File: src/adts_pkg.sv
// Shared types and constants for the ADTS frame splitter.
package adts_pkg;

  localparam int unsigned BURST_BYTES = 6;   // header bytes held until the length is known
  localparam logic [7:0]  SYNC_BYTE   = 8'hFF;
  localparam logic [3:0]  SYNC_NIBBLE = 4'hF;

  localparam logic OP_DATA  = 1'b0;
  localparam logic OP_FLUSH = 1'b1;

  // One queue entry: a run of 1..6 results that share flags, stamp and length.
  typedef struct packed {
    logic [BURST_BYTES-1:0][7:0] data;
    logic [2:0]                  cnt;
    logic                        bvalid;
    logic                        first_en;
    logic                        last_en;
    logic                        trunc;
    logic [63:0]                 stamp;
    logic [12:0]                 len;
  } adts_cmd_t;

endpackage

File: src/adts_front.sv
// Front end: sync hunt, header collection and frame tracking; builds queue commands.
module adts_front #(
  parameter int unsigned HEADER_BYTES = 7
) (
  input  logic              clk,
  input  logic              rst_n,
  input  logic              accept,
  input  logic              op,
  input  logic [7:0]        data_byte,
  input  logic [63:0]       time_stamp,
  output logic              push,
  output adts_pkg::adts_cmd_t cmd
);
  import adts_pkg::*;

  typedef enum logic [2:0] {
    PH_HUNT    = 3'b001,
    PH_HEADER  = 3'b010,
    PH_PAYLOAD = 3'b100
  } phase_t;

  phase_t      phase_r, phase_nxt;
  logic        saw_ff_r, saw_ff_nxt;
  logic [BURST_BYTES-1:0][7:0] hdr_r, hdr_nxt;
  logic [2:0]  hdr_cnt_r, hdr_cnt_nxt;
  logic [63:0] stamp_r, stamp_nxt;
  logic [12:0] size_r, size_nxt;
  logic [12:0] left_r, left_nxt;
  logic [12:0] len_w;
  logic [12:0] left_dec;

  assign len_w    = {hdr_r[3][1:0], hdr_r[4], data_byte[7:5]};
  assign left_dec = (left_r != '0) ? 13'(left_r - 13'd1) : '0;

  always_comb begin
    phase_nxt   = phase_r;
    saw_ff_nxt  = saw_ff_r;
    hdr_nxt     = hdr_r;
    hdr_cnt_nxt = hdr_cnt_r;
    stamp_nxt   = stamp_r;
    size_nxt    = size_r;
    left_nxt    = left_r;
    push        = 1'b0;
    cmd         = '0;
    cmd.stamp   = stamp_r;
    cmd.bvalid  = 1'b1;
    cmd.cnt     = 3'd1;

    if (accept) begin
      if (op == OP_FLUSH) begin
        unique case (phase_r)
          PH_HEADER: begin
            push         = 1'b1;
            cmd.data     = hdr_r;
            cmd.cnt      = hdr_cnt_r;
            cmd.first_en = 1'b1;
            cmd.last_en  = 1'b1;
            cmd.trunc    = 1'b1;
          end
          PH_PAYLOAD: begin
            push        = 1'b1;
            cmd.bvalid  = 1'b0;
            cmd.last_en = 1'b1;
            cmd.trunc   = 1'b1;
            cmd.len     = size_r;
          end
          default: ;
        endcase
        phase_nxt   = PH_HUNT;
        saw_ff_nxt  = 1'b0;
        hdr_cnt_nxt = '0;
        stamp_nxt   = '0;
        size_nxt    = '0;
        left_nxt    = '0;
      end else begin
        unique case (phase_r)
          PH_HEADER: begin
            hdr_nxt[hdr_cnt_r] = data_byte;
            hdr_cnt_nxt        = 3'(hdr_cnt_r + 3'd1);
            if (hdr_cnt_r == 3'(BURST_BYTES - 1)) begin
              hdr_cnt_nxt = '0;
              if (len_w < 13'(HEADER_BYTES)) begin
                // drop the header and resume the hunt
                phase_nxt  = PH_HUNT;
                saw_ff_nxt = 1'b0;
              end else begin
                push         = 1'b1;
                cmd.data     = hdr_nxt;
                cmd.cnt      = 3'(BURST_BYTES);
                cmd.first_en = 1'b1;
                cmd.len      = len_w;
                size_nxt     = len_w;
                left_nxt     = 13'(len_w - 13'(BURST_BYTES));
                phase_nxt    = PH_PAYLOAD;
              end
            end
          end
          PH_PAYLOAD: begin
            push        = 1'b1;
            cmd.data[0] = data_byte;
            cmd.last_en = (left_dec == '0);
            cmd.len     = size_r;
            left_nxt    = left_dec;
            if (left_dec == '0) begin
              phase_nxt  = PH_HUNT;
              saw_ff_nxt = 1'b0;
            end
          end
          default: begin
            if (saw_ff_r && (data_byte[7:4] == SYNC_NIBBLE)) begin
              hdr_nxt[0]  = SYNC_BYTE;
              hdr_nxt[1]  = data_byte;
              hdr_cnt_nxt = 3'd2;
              saw_ff_nxt  = 1'b0;
              size_nxt    = '0;
              phase_nxt   = PH_HEADER;
            end else begin
              phase_nxt  = PH_HUNT;
              saw_ff_nxt = (data_byte == SYNC_BYTE);
              if (data_byte == SYNC_BYTE) begin
                stamp_nxt = time_stamp;
              end
            end
          end
        endcase
      end
    end
  end

  always_ff @(posedge clk) begin
    if (!rst_n) begin
      phase_r   <= PH_HUNT;
      saw_ff_r  <= 1'b0;
      hdr_cnt_r <= '0;
      stamp_r   <= '0;
      size_r    <= '0;
      left_r    <= '0;
    end else begin
      phase_r   <= phase_nxt;
      saw_ff_r  <= saw_ff_nxt;
      hdr_cnt_r <= hdr_cnt_nxt;
      stamp_r   <= stamp_nxt;
      size_r    <= size_nxt;
      left_r    <= left_nxt;
    end
  end

  always_ff @(posedge clk) begin
    hdr_r <= hdr_nxt;
  end

endmodule

File: src/adts_queue.sv
// Command queue between the front end and the result serializer.
module adts_queue #(
  parameter int unsigned DEPTH = 8
) (
  input  logic                clk,
  input  logic                rst_n,
  input  logic                push,
  input  adts_pkg::adts_cmd_t push_cmd,
  input  logic                pop,
  output adts_pkg::adts_cmd_t head,
  output logic                empty,
  output logic                full
);
  import adts_pkg::*;

  localparam int unsigned PW = (DEPTH > 1) ? $clog2(DEPTH) : 1;
  localparam int unsigned CW = $clog2(DEPTH + 1);

  adts_cmd_t       slot_r [DEPTH];
  logic [PW-1:0]   wr_ptr_r, rd_ptr_r;
  logic [CW-1:0]   count_r;
  logic            do_push, do_pop;

  assign empty   = (count_r == '0);
  assign full    = (count_r == CW'(DEPTH));
  assign do_push = push && !full;
  assign do_pop  = pop && !empty;
  assign head    = slot_r[rd_ptr_r];

  always_ff @(posedge clk) begin
    if (!rst_n) begin
      wr_ptr_r <= '0;
      rd_ptr_r <= '0;
      count_r  <= '0;
    end else begin
      if (do_push) begin
        wr_ptr_r <= (wr_ptr_r == PW'(DEPTH - 1)) ? '0 : PW'(wr_ptr_r + 1'b1);
      end
      if (do_pop) begin
        rd_ptr_r <= (rd_ptr_r == PW'(DEPTH - 1)) ? '0 : PW'(rd_ptr_r + 1'b1);
      end
      if (do_push && !do_pop) begin
        count_r <= CW'(count_r + 1'b1);
      end else if (do_pop && !do_push) begin
        count_r <= CW'(count_r - 1'b1);
      end
    end
  end

  always_ff @(posedge clk) begin
    if (do_push) begin
      slot_r[wr_ptr_r] <= push_cmd;
    end
  end

endmodule

File: src/adts_back.sv
// Back end: expands queued commands into one result per cycle, while out_stall is low, into the output register.
module adts_back (
  input  logic                clk,
  input  logic                rst_n,
  input  adts_pkg::adts_cmd_t head,
  input  logic                empty,
  output logic                pop,
  input  logic                out_stall,
  output logic                out_valid,
  output logic [7:0]          out_byte,
  output logic                out_byte_valid,
  output logic                out_frame_first,
  output logic                out_frame_last,
  output logic                out_truncated,
  output logic [63:0]         out_frame_stamp,
  output logic [12:0]         out_frame_length
);
  import adts_pkg::*;

  logic [2:0]  idx_r;
  logic        valid_r;
  logic        load, take, at_end;
  logic [7:0]  byte_r;
  logic        bvalid_r, first_r, last_r, trunc_r;
  logic [63:0] stamp_r;
  logic [12:0] len_r;

  assign load   = !valid_r || !out_stall;
  assign take   = load && !empty;
  assign at_end = (idx_r == 3'(head.cnt - 3'd1));
  assign pop    = take && at_end;

  always_ff @(posedge clk) begin
    if (!rst_n) begin
      valid_r <= 1'b0;
      idx_r   <= '0;
    end else begin
      if (load) begin
        valid_r <= !empty;
      end
      if (take) begin
        idx_r <= at_end ? '0 : 3'(idx_r + 3'd1);
      end
    end
  end

  always_ff @(posedge clk) begin
    if (take) begin
      byte_r   <= head.data[idx_r];
      bvalid_r <= head.bvalid;
      first_r  <= head.first_en && (idx_r == '0);
      last_r   <= head.last_en && at_end;
      trunc_r  <= head.trunc && at_end;
      stamp_r  <= head.stamp;
      len_r    <= head.len;
    end
  end

  assign out_valid        = valid_r;
  assign out_byte         = byte_r;
  assign out_byte_valid   = bvalid_r;
  assign out_frame_first  = first_r;
  assign out_frame_last   = last_r;
  assign out_truncated    = trunc_r;
  assign out_frame_stamp  = stamp_r;
  assign out_frame_length = len_r;

endmodule

File: src/adts_frame_splitter.sv
// Top level of the ADTS frame splitter: front end, command queue and result serializer.
//
// Input channel (in_*): one transaction per byte of the ADTS stream with its chunk
// timestamp, or a flush (in_op high) that ends an unfinished frame and resets parsing.
// Output channel (out_*): one transaction per frame byte, header included, tagged
// with first/last marks, the stamp of the byte that held the 0xFF sync and the
// 13-bit frame length; a flush during payload yields a bare end marker.
// Throughput: one input byte and one result per cycle while neither stall is
// raised. A frame's first six header bytes are held until the length is known,
// then leave as one burst while later bytes keep arriving into the command queue.
// Path: when the queue is empty, a result passes from the transaction that caused
// it through the queue write and then the output register load.
// The result serializer, one result per cycle while out_stall is low, sets the rate;
// in_stall rises only when the QUEUE_DEPTH-entry command queue is full.
// Stall: out_stall holds the output register; the queue keeps taking input until
// it fills, then in_stall is raised.
// Reset (synchronous, rst_n low): parsing returns to the sync hunt, the queue
// empties and out_valid drops.
module adts_frame_splitter #(
  parameter int unsigned HEADER_BYTES = 7,
  parameter int unsigned QUEUE_DEPTH  = 8
) (
  input  logic        clk,
  input  logic        rst_n,
  input  logic        in_valid,
  output logic        in_stall,
  input  logic        in_op,
  input  logic [7:0]  in_data_byte,
  input  logic [63:0] in_time_stamp,
  output logic        out_valid,
  input  logic        out_stall,
  output logic [7:0]  out_byte,
  output logic        out_byte_valid,
  output logic        out_frame_first,
  output logic        out_frame_last,
  output logic        out_truncated,
  output logic [63:0] out_frame_stamp,
  output logic [12:0] out_frame_length
);
  import adts_pkg::*;

  logic      accept;
  logic      push, pop, q_empty, q_full;
  adts_cmd_t push_cmd, head;

  // accept while the queue has a free entry
  assign in_stall = q_full;
  assign accept   = in_valid && !q_full;

  adts_front #(
    .HEADER_BYTES(HEADER_BYTES)
  ) u_front (
    .clk       (clk),
    .rst_n     (rst_n),
    .accept    (accept),
    .op        (in_op),
    .data_byte (in_data_byte),
    .time_stamp(in_time_stamp),
    .push      (push),
    .cmd       (push_cmd)
  );

  adts_queue #(
    .DEPTH(QUEUE_DEPTH)
  ) u_queue (
    .clk     (clk),
    .rst_n   (rst_n),
    .push    (push),
    .push_cmd(push_cmd),
    .pop     (pop),
    .head    (head),
    .empty   (q_empty),
    .full    (q_full)
  );

  adts_back u_back (
    .clk             (clk),
    .rst_n           (rst_n),
    .head            (head),
    .empty           (q_empty),
    .pop             (pop),
    .out_stall       (out_stall),
    .out_valid       (out_valid),
    .out_byte        (out_byte),
    .out_byte_valid  (out_byte_valid),
    .out_frame_first (out_frame_first),
    .out_frame_last  (out_frame_last),
    .out_truncated   (out_truncated),
    .out_frame_stamp (out_frame_stamp),
    .out_frame_length(out_frame_length)
  );

endmodule

File: config.mk
export PLATFORM = sky130hd
export DESIGN_NAME = adts_frame_splitter
export DESIGN_NICKNAME = d
export VERILOG_FILES = /design/src/adts_pkg.sv /design/src/adts_front.sv /design/src/adts_queue.sv /design/src/adts_back.sv /design/src/adts_frame_splitter.sv
export SDC_FILE = /design/constraint.sdc
export NUM_CORES = 1
export LEC_CHECK = 0
export ABC_AREA = 1
export BUFFER_PORTS_ARGS = -buffer_cell sky130_fd_sc_hd__buf_2
export CAP_MARGIN = 20
export CORE_MARGIN = 5
export CORE_UTILIZATION = 45
export DETAILED_ROUTE_END_ITERATION = 16
export MAX_ROUTING_LAYER = met4
export PLACE_DENSITY_LB_ADDON = 0.1
export RECOVER_POWER = 50
export SETUP_SLACK_MARGIN = 0.3
export SLEW_MARGIN = 5
export SYNTH_ARGS = -nofsm -noshare
export SYNTH_HDL_FRONTEND = slang
export SYNTH_SLANG_ARGS = --single-unit
File: constraint.sdc
create_clock -name clk -period 9.6 [get_ports clk]
set_clock_uncertainty 0.05 [all_clocks]
set_input_delay 0 -clock clk [delete_from_list [all_inputs] [get_ports clk]]
set_output_delay 0 -clock clk [all_outputs]
set_load 0.01 [all_outputs]
# ---- Word-level counts from Yosys, hierarchy flattened
# Memory sizes are Yosys's and may differ from the RTL's. A register that Yosys moved wholly into a read port is not among the register bits.
# Cells that the tools add are included.
dict set report totals {
  ff_bits 248
  mem_bits_rw 1056
  inputBits 77
  out_inout_bits 91
  word_cells 167
  mem_count 1
}
# memory words width read_ports rd_ports_with_merged_regs write_ports line_no
set memory_table {}
lappend memory_table {u_queue.slot_r 8 132 1 1 1 adts_queue.sv:19} ;# adts_cmd_t slot_r [DEPTH];
dict set report classes {
  n_addsub 9
  magnitude_cmp 4
  eq_ne 16
  muxes 74
  n_bitwise 2
  reduce_logical 37
}
# operator count
set op_table {}
lappend op_table {{64-bit two-way mux} 4}
lappend op_table {{51-bit two-way mux} 4}
lappend op_table {{13-bit two-way mux} 13}
lappend op_table {{13-bit one-hot mux with 2 select lines} 3}
lappend op_table {{55-bit two-way mux} 1}
lappend op_table {{48-bit bitwise mux} 1}
lappend op_table {{40-bit two-way mux} 1}
lappend op_table {{3-bit two-way mux} 13}
lappend op_table {{16-bit one-hot mux with 2 select lines} 1}
lappend op_table {{8-bit binary-select mux with 3-bit select} 1}
lappend op_table {{8-bit demux with 3-bit select} 1}
lappend op_table {{1-bit two-way mux} 18}
lappend op_table {{16-bit two-way mux} 1}
lappend op_table {{8-bit two-way mux} 2}
lappend op_table {{8-bit one-hot mux with 2 select lines} 1}
lappend op_table {{4-bit AND reduction} 4}
lappend op_table {{13-bit zero test} 1}
lappend op_table {{13-bit by 3-bit less-than comparator with 1-bit output, second input constant} 1}
lappend op_table {{13-bit nonzero test} 1}
lappend op_table {{13-bit by 1-bit subtractor with 13-bit output, second input constant} 1}
lappend op_table {{13-bit by 3-bit subtractor with 13-bit output, second input constant} 1}
lappend op_table {{3-bit by 1-bit adder with 3-bit output, second input constant} 4}
lappend op_table {{3-bit == test, second input constant} 4}
lappend op_table {{1-bit logical AND} 12}
lappend op_table {{other kinds (27)} 48}

# ---- Logic depth before layout (Yosys ltp)
dict set report depth {
  word_depth 11
  ltp_mapped 22
  mapped_depth_nobuf 19
}

# ---- By module
# From an unflattened synthesis, not the netlist that was laid out.
dict set report unflattened {
  cells_unflattened 4843
  area_unflattened_um2 53774.1
}
# mod instances cells_per_inst area_per_inst_um2 seq_area_each_um2
set by_module_without_submodules {}
lappend by_module_without_submodules {adts_queue 1 3602 42851.1 31970.7}
lappend by_module_without_submodules {adts_front 1 1014 7434.6 3383.2}
lappend by_module_without_submodules {adts_back 1 225 3478.3 2752.6}
lappend by_module_without_submodules {adts_frame_splitter 1 2 10.0 0.0}

# ---- Worst setup path before layout
# OpenSTA, ideal clock, no wires.
dict set report synth_path {
  kind {register -> register}
  startpoint {register u_queue.count_r[3]}
  endpoint {register u_queue.count_r[3]}
  setup_ns 0.119
  arrival_ns 7.687
  required_ns 9.431
  path_slack_ns 1.743
  stages_incl_launch_ff 14
  n_path_buf 0
  period_less_slack_ns 7.857
  cell_sequence {dfxtp_1 -> inv_1 -> a31oi_1 -> nand4_2 -> ha_1 -> inv_1 -> ha_1 -> and3_1 -> a211oi_1 -> nor2_1 -> nor2_1 -> nand2_1 -> o21ai_0 -> a21oi_1}
}
dict set report synth_between {
  elab_chain_len 8
  word_cells_on_any_way 19
  classes_between {add/sub: 2; eq/ne: 1; mux: 3; reduce/logical: 13}
}
# item line_no
set synth_lines {}
lappend synth_lines {{start: declaration} adts_queue.sv:21} ;# logic [CW-1:0] count_r;
lappend synth_lines {{start signal: assignment} adts_queue.sv:43} ;# count_r <= CW'(count_r + 1'b1);
lappend synth_lines {{start signal: assignment} adts_queue.sv:45} ;# count_r <= CW'(count_r - 1'b1);
lappend synth_lines {{4-bit zero test *} adts_queue.sv:24} ;# assign empty = (count_r == '0);
lappend synth_lines {{1-bit zero test *} adts_back.sv:29} ;# assign take = load && !empty;
lappend synth_lines {{1-bit logical AND *} adts_back.sv:29}
lappend synth_lines {{named net u_back.take} adts_back.sv:22} ;# logic load, take, at_end;
lappend synth_lines {{1-bit logical AND *} adts_back.sv:31} ;# assign pop = take && at_end;
lappend synth_lines {{1-bit logical AND *} adts_queue.sv:27} ;# assign do_pop = pop && !empty;
lappend synth_lines {{1-bit zero test} adts_queue.sv:42} ;# if (do_push && !do_pop) begin
lappend synth_lines {{1-bit logical AND} adts_queue.sv:42}
lappend synth_lines {{4-bit two-way mux or 2-bit nonzero test (tied branches)} --}
# Mark *: on every way through the listed nets, which the timed path passes. The rest lies on a longest branch. The select of a mux whose other input is x is not followed.
# A chain may end at the register's enable or synchronous reset.

# ---- Final worst setup path
dict set report layout_path {
  startpoint {register u_front.phase_r[1]}
  endpoint {memory u_queue.slot_r[0][55] (netlist bit) (enable)}
}
dict set report layout_between {
  elab_chain_len 8
  word_cells_on_any_way 10
  classes_between {eq/ne: 2; mux: 6; reduce/logical: 2}
}
# item line_no
set layout_lines {}
lappend layout_lines {{start: declaration} adts_front.sv:22} ;# phase_t phase_r, phase_nxt;
lappend layout_lines {{start signal: assignment} adts_front.sv:139} ;# phase_r <= phase_nxt;
lappend layout_lines {{3-bit == test or 3-bit by 2-bit == test with 1-bit output (tied branches)} {adts_front.sv:51, adts_front.sv:76}}
lappend layout_lines {{2-bit OR reduction (no source line)} --}
lappend layout_lines {{1-bit two-way mux} adts_front.sv:51} ;# unique case (phase_r)
lappend layout_lines {{1-bit two-way mux *} adts_front.sv:50} ;# if (op == OP_FLUSH) begin
lappend layout_lines {{1-bit two-way mux *} adts_front.sv:49} ;# if (accept) begin
lappend layout_lines {{1-bit logical AND *} adts_queue.sv:26} ;# assign do_push = push && !full;
lappend layout_lines {{named net u_queue.do_push} adts_queue.sv:22} ;# logic do_push, do_pop;
lappend layout_lines {{1-bit two-way mux *} adts_queue.sv:51} ;# if (do_push) begin
lappend layout_lines {{1-bit two-way mux (implied by the code) *} adts_queue.sv:52} ;# slot_r[wr_ptr_r] <= push_cmd;
lappend layout_lines {{end: declaration} adts_queue.sv:19}
# Mark *: on every way through the listed nets, which the timed path passes. The rest lies on a longest branch.

==> tab_implementation.tex <==
\begin{tabular}{lr}
\hline
Metric & Value \\
\hline
\multicolumn{2}{l}{\textbf{Synthesis}} \\
\quad Synthesized flop and latch total & 1307 \\
\quad Yosys Warn Count & 0 \\
\quad Post-synth cell types & 47 \\
\quad Combined area of all synthesized cells & 51500 µm² \\
\quad Sequential-to-total area share from yosys stat & 74.0\% \\
\quad Async set-reset flop share out of synthesis & 0\% \\
\quad Number of enable-type register cells in the synthesized netlist & 1193 \\
\quad Primary flip-flop cell chosen by synthesis mapping & edfxtp\_1 \\
\quad Synthesized instance count & 4180 \\
\quad Avg Inst Size Synth & 12.3 µm² \\
\quad Number of nets in the synthesized netlist & 4270 \\
\multicolumn{2}{l}{\textbf{STA}} \\
\quad Total setup violations reported at the end of the flow & 0 \\
\quad Final cycle utilization of the critical path & 71.2\% \\
\quad Final worst path period need & 6830 ps \\
\quad Accumulated negative setup slack & 0 ps \\
\quad Worst max-slew margin expressed relative to the limit & -156\% \\
\quad Final count of hold timing violations & 0 \\
\quad Achievable frequency & 146 MHz \\
\quad Number of max-slew violations in the final report & 345 \\
\quad Slew at the pin closest to its max-slew limit & 3840 ps \\
\quad RSZ-0062 raised after global routing & no \\
\multicolumn{2}{l}{\textbf{Clocking}} \\
\quad Number of clock buffers inserted by TritonCTS & 140 \\
\quad Post-cts repair resize count & 0 \\
\quad CTS tree & built \\
\quad Maximum clock path buffer count & 3 \\
\quad Level count of the clock H-tree & 4 \\
\quad Worst skew pair latency & 740 ps \\
\quad Clk Tree Root Cell & clkbuf\_16 \\
\quad Clock slew at reported path FFs & 60 ps \\
\quad Total clock sinks & 1307 \\
\multicolumn{2}{l}{\textbf{Detailed routing}} \\
\quad Post-route DRC violation count & 0 \\
\quad Number of DRC violations after detailed-routing iteration 0 & 2834 \\
\quad Pre-antenna DRT Iters & 6 \\
\quad Total number of vias & 33400 \\
\quad Routed wirelength normalized by instance count & 21.9 µm \\
\quad Routed Wire Length & 133000 µm \\
\quad ANT nets after route & 0 \\
\quad Vias/cell & 5.51 \\
\multicolumn{2}{l}{\textbf{Floorplan}} \\
\quad Placement row count & 124 \\
\quad Total Die Area & 121000 µm² \\
\quad DIE HEIGHT & 348 µm \\
\quad Core Area & 114000 µm² \\
\quad Effective utilization at floorplan & 45.2\% \\
\quad Number of top-level pins & 168 \\
\quad Floorplan die width & 348 µm \\
\multicolumn{2}{l}{\textbf{Global route}} \\
\quad First-pass GRT wire length & 201000 µm \\
\quad Number of antenna violations at the first check in global routing & 4 \\
\quad Gr usage total & 22.1\% \\
\quad Vias in the first global route & 32300 \\
\quad Largest net degree at the start of global routing & 199 \\
\quad Overflow after GRT & 0 \\
\multicolumn{2}{l}{\textbf{Worst setup path}} \\
\quad Required time at the worst-slack endpoint & 9880 ps \\
\quad Worst Path Max Fanout & 54 \\
\quad Data arrival time of the critical path & 7120 ps \\
\quad Capturing element type of the critical path & flip-flop \\
\quad Worst Setup Path Type & reg -> reg \\
\quad Worst Setup Start Kind & flip-flop \\
\multicolumn{2}{l}{\textbf{Power}} \\
\quad Net Sw Power & 0.00225 W \\
\quad Power share of the sequential group & 53.3\% \\
\quad Peak ir drop on the vdd network & 0.118 mV \\
\quad Leakage power & 19.8 nW \\
\quad Switching share of power & 19.5\% \\
\quad Comb power frac & 1.2\% \\
\quad Clock network power share & 45.6\% \\
\quad Internal power summed over all cells & 0.00926 W \\
\quad P per Cell Area & 194 nW/µm² \\
\multicolumn{2}{l}{\textbf{Run}} \\
\quad Number of maximum-capacitance violations & 9 \\
\multicolumn{2}{l}{\textbf{Placement}} \\
\quad Routability-driven placement congestion ratio & 0.824 \\
\quad Count of buffers inserted at the top-level ports & 167 \\
\quad HPWL after detailed placement & 67700 µm \\
\multicolumn{2}{l}{\textbf{Hold path}} \\
\quad Path type of the worst min-delay path & in -> reg \\
\multicolumn{2}{l}{\textbf{Finish}} \\
\quad Util after Layout & 52.1\% \\
\quad Share of post-route cells with drive strength above 1 & 7.21\% \\
\quad Area Growth Syn to Fin & 15.3\% \\
\quad Final net count & 4522 \\
\multicolumn{2}{l}{\textbf{Run status}} \\
\quad Violations in the final reports & capacitance limit, slew limit \\
\quad Result of the run & finished with violations \\
\hline
\end{tabular}
==> critical path, stage by stage (launching register included) <==
cell      delay, ps
dfxtp_1         390
nor3b_1         230
clkbuf_1        830
inv_1           650
nor2_1         1480
nand2_1         170
o21ai_0         340
nand2_1         420
nor2_4          180
buf_4           820
buf_4           850
==> power by group through the flow <==
stage	logic [W]	clock network (W)	registers, W
3_5_place_dp	0.0000941	0	0.00625
5_1_grt	0.000144	0.00562	0.00613
4_1_cts	0.000133	0.00537	0.00613
2_1_floorplan	0.0000445	0	0.00625
3_3_place_gp	0.0000930	0	0.00625
6_report	0.000133	0.00525	0.00613
==> routing by layer <==
layer	share of wire [%]	global-route usage, %
met5	0	-
met4	2.2	6.06
met3	5.2	3.34
met2	47	34.8
met1	45	30.3
==> metrics by stage <==
stage | hold WS (ps) | total power (W) | instances | instance area (µm²) | setup WS (ps)
after floorplan | 94.0 | 0.00630 | 4180 | 51500 | 1740
after global placement | 208 | 0.00634 | 5654 | 53800 | 4630
after detailed placement | 207 | 0.00635 | 5657 | 53800 | 4560
after CTS | 2.69 | 0.0116 | 6059 | 59700 | 4550
after global routing | 50.7 | 0.0119 | 6062 | 59400 | 2120
final | 49.1 | 0.0115 | 6062 | 59400 | 2770
==> synth_stat cells, types with 7 or more instances <==
cell type	n	share of area, %
o211ai_1	21	0.31
a21oi_1	171	1.7
edfxtp_1	1193	70
o221ai_1	69	1.2
o21ai_0	627	6.1
nor2_1	898	6.5
ha_1	12	0.29
o22ai_1	113	1.4
buf_1	21	0.15
a31oi_1	83	1.0
a2111oi_0	7	0.12
inv_2	8	0.058
dfxtp_1	114	4.4
nor3_1	9	0.087
nand2_1	361	2.6
clkbuf_1	176	1.3
inv_1	77	0.56
nand3_1	84	0.82
buf_2	57	0.55
xor2_1	9	0.15
o21bai_1	7	0.10
==> timing repair <==
item	in CTS	in global routing
endpoints found under the setup margin	0	0
buffers inserted	0	0
hold endpoints to repair	202	0
hold buffers	143	0
==> flip-flops by register name, summed over array words and instances, names as in the netlist, 3 cells and up, named ones only <==
name	flops
u_front.stamp_r	64
u_queue.wr_ptr_r	3
u_front.size_r	13
u_front.phase_r	3
u_queue.slot_r	1056
u_queue.rd_ptr_r	3
u_back.out_frame_length	13
u_back.out_frame_stamp	64
u_front.left_r	13
u_front.hdr_cnt_r	3
u_back.out_byte	8
u_back.idx_r	3
u_front.hdr_r	48
u_queue.count_r	4
==> kinds of logic (layout without fill, tap and decap cells) <==
logic type	Yosys count	in the layout	synth area share, %
other	0	1	0
flip-flops	1307	1307	74.0
XOR/XNOR	12	12	0.204
AND/OR/NAND/NOR	1374	1374	10.5
buffers and inverters	352	721	2.82
adder cells (fa/ha/maj)	13	13	0.330
AO/OA/AOI/OAI	1122	1122	12.2
==> cell type report <==
cell class / count / area [µm²]
antenna: 1 / 2.50
clock buffer: 190 / 3880
clock inverter: 69 / 594
fill: 9914 / 54600
inverter: 88 / 355
multi-input combinational: 2521 / 12000
sequential: 1307 / 38100
tap: 1512 / 1890
timing repair buffer: 374 / 2610
==> cell usage in the layout, fill, tap and decap left out, types with 111 or more instances in the layout <==
master	n
edfxtp_1	1193
clkbuf_1	152
nor2_1	895
nand2_1	365
o22ai_1	113
dlygate4sd3_1	143
clkbuf_16	147
a21oi_1	171
dfxtp_1	111
o21ai_0	628
==> path summary, 6_finish.rpt <==
check	start	endpoint	slack [ps]	cells past startpoint
setup / recovery	u_front.phase_r[1]	u_queue.slot_r[0][55]	2770	10
hold / removal	in_time_stamp[56]	u_front.stamp_r[56]	50	4
setup reg to reg	u_front.phase_r[1]	u_queue.slot_r[0][55]	2770	10
hold reg to reg	u_front.left_r[0]	u_front.left_r[0]	430	2
No activity file was read; power rests on OpenSTA's default activity.
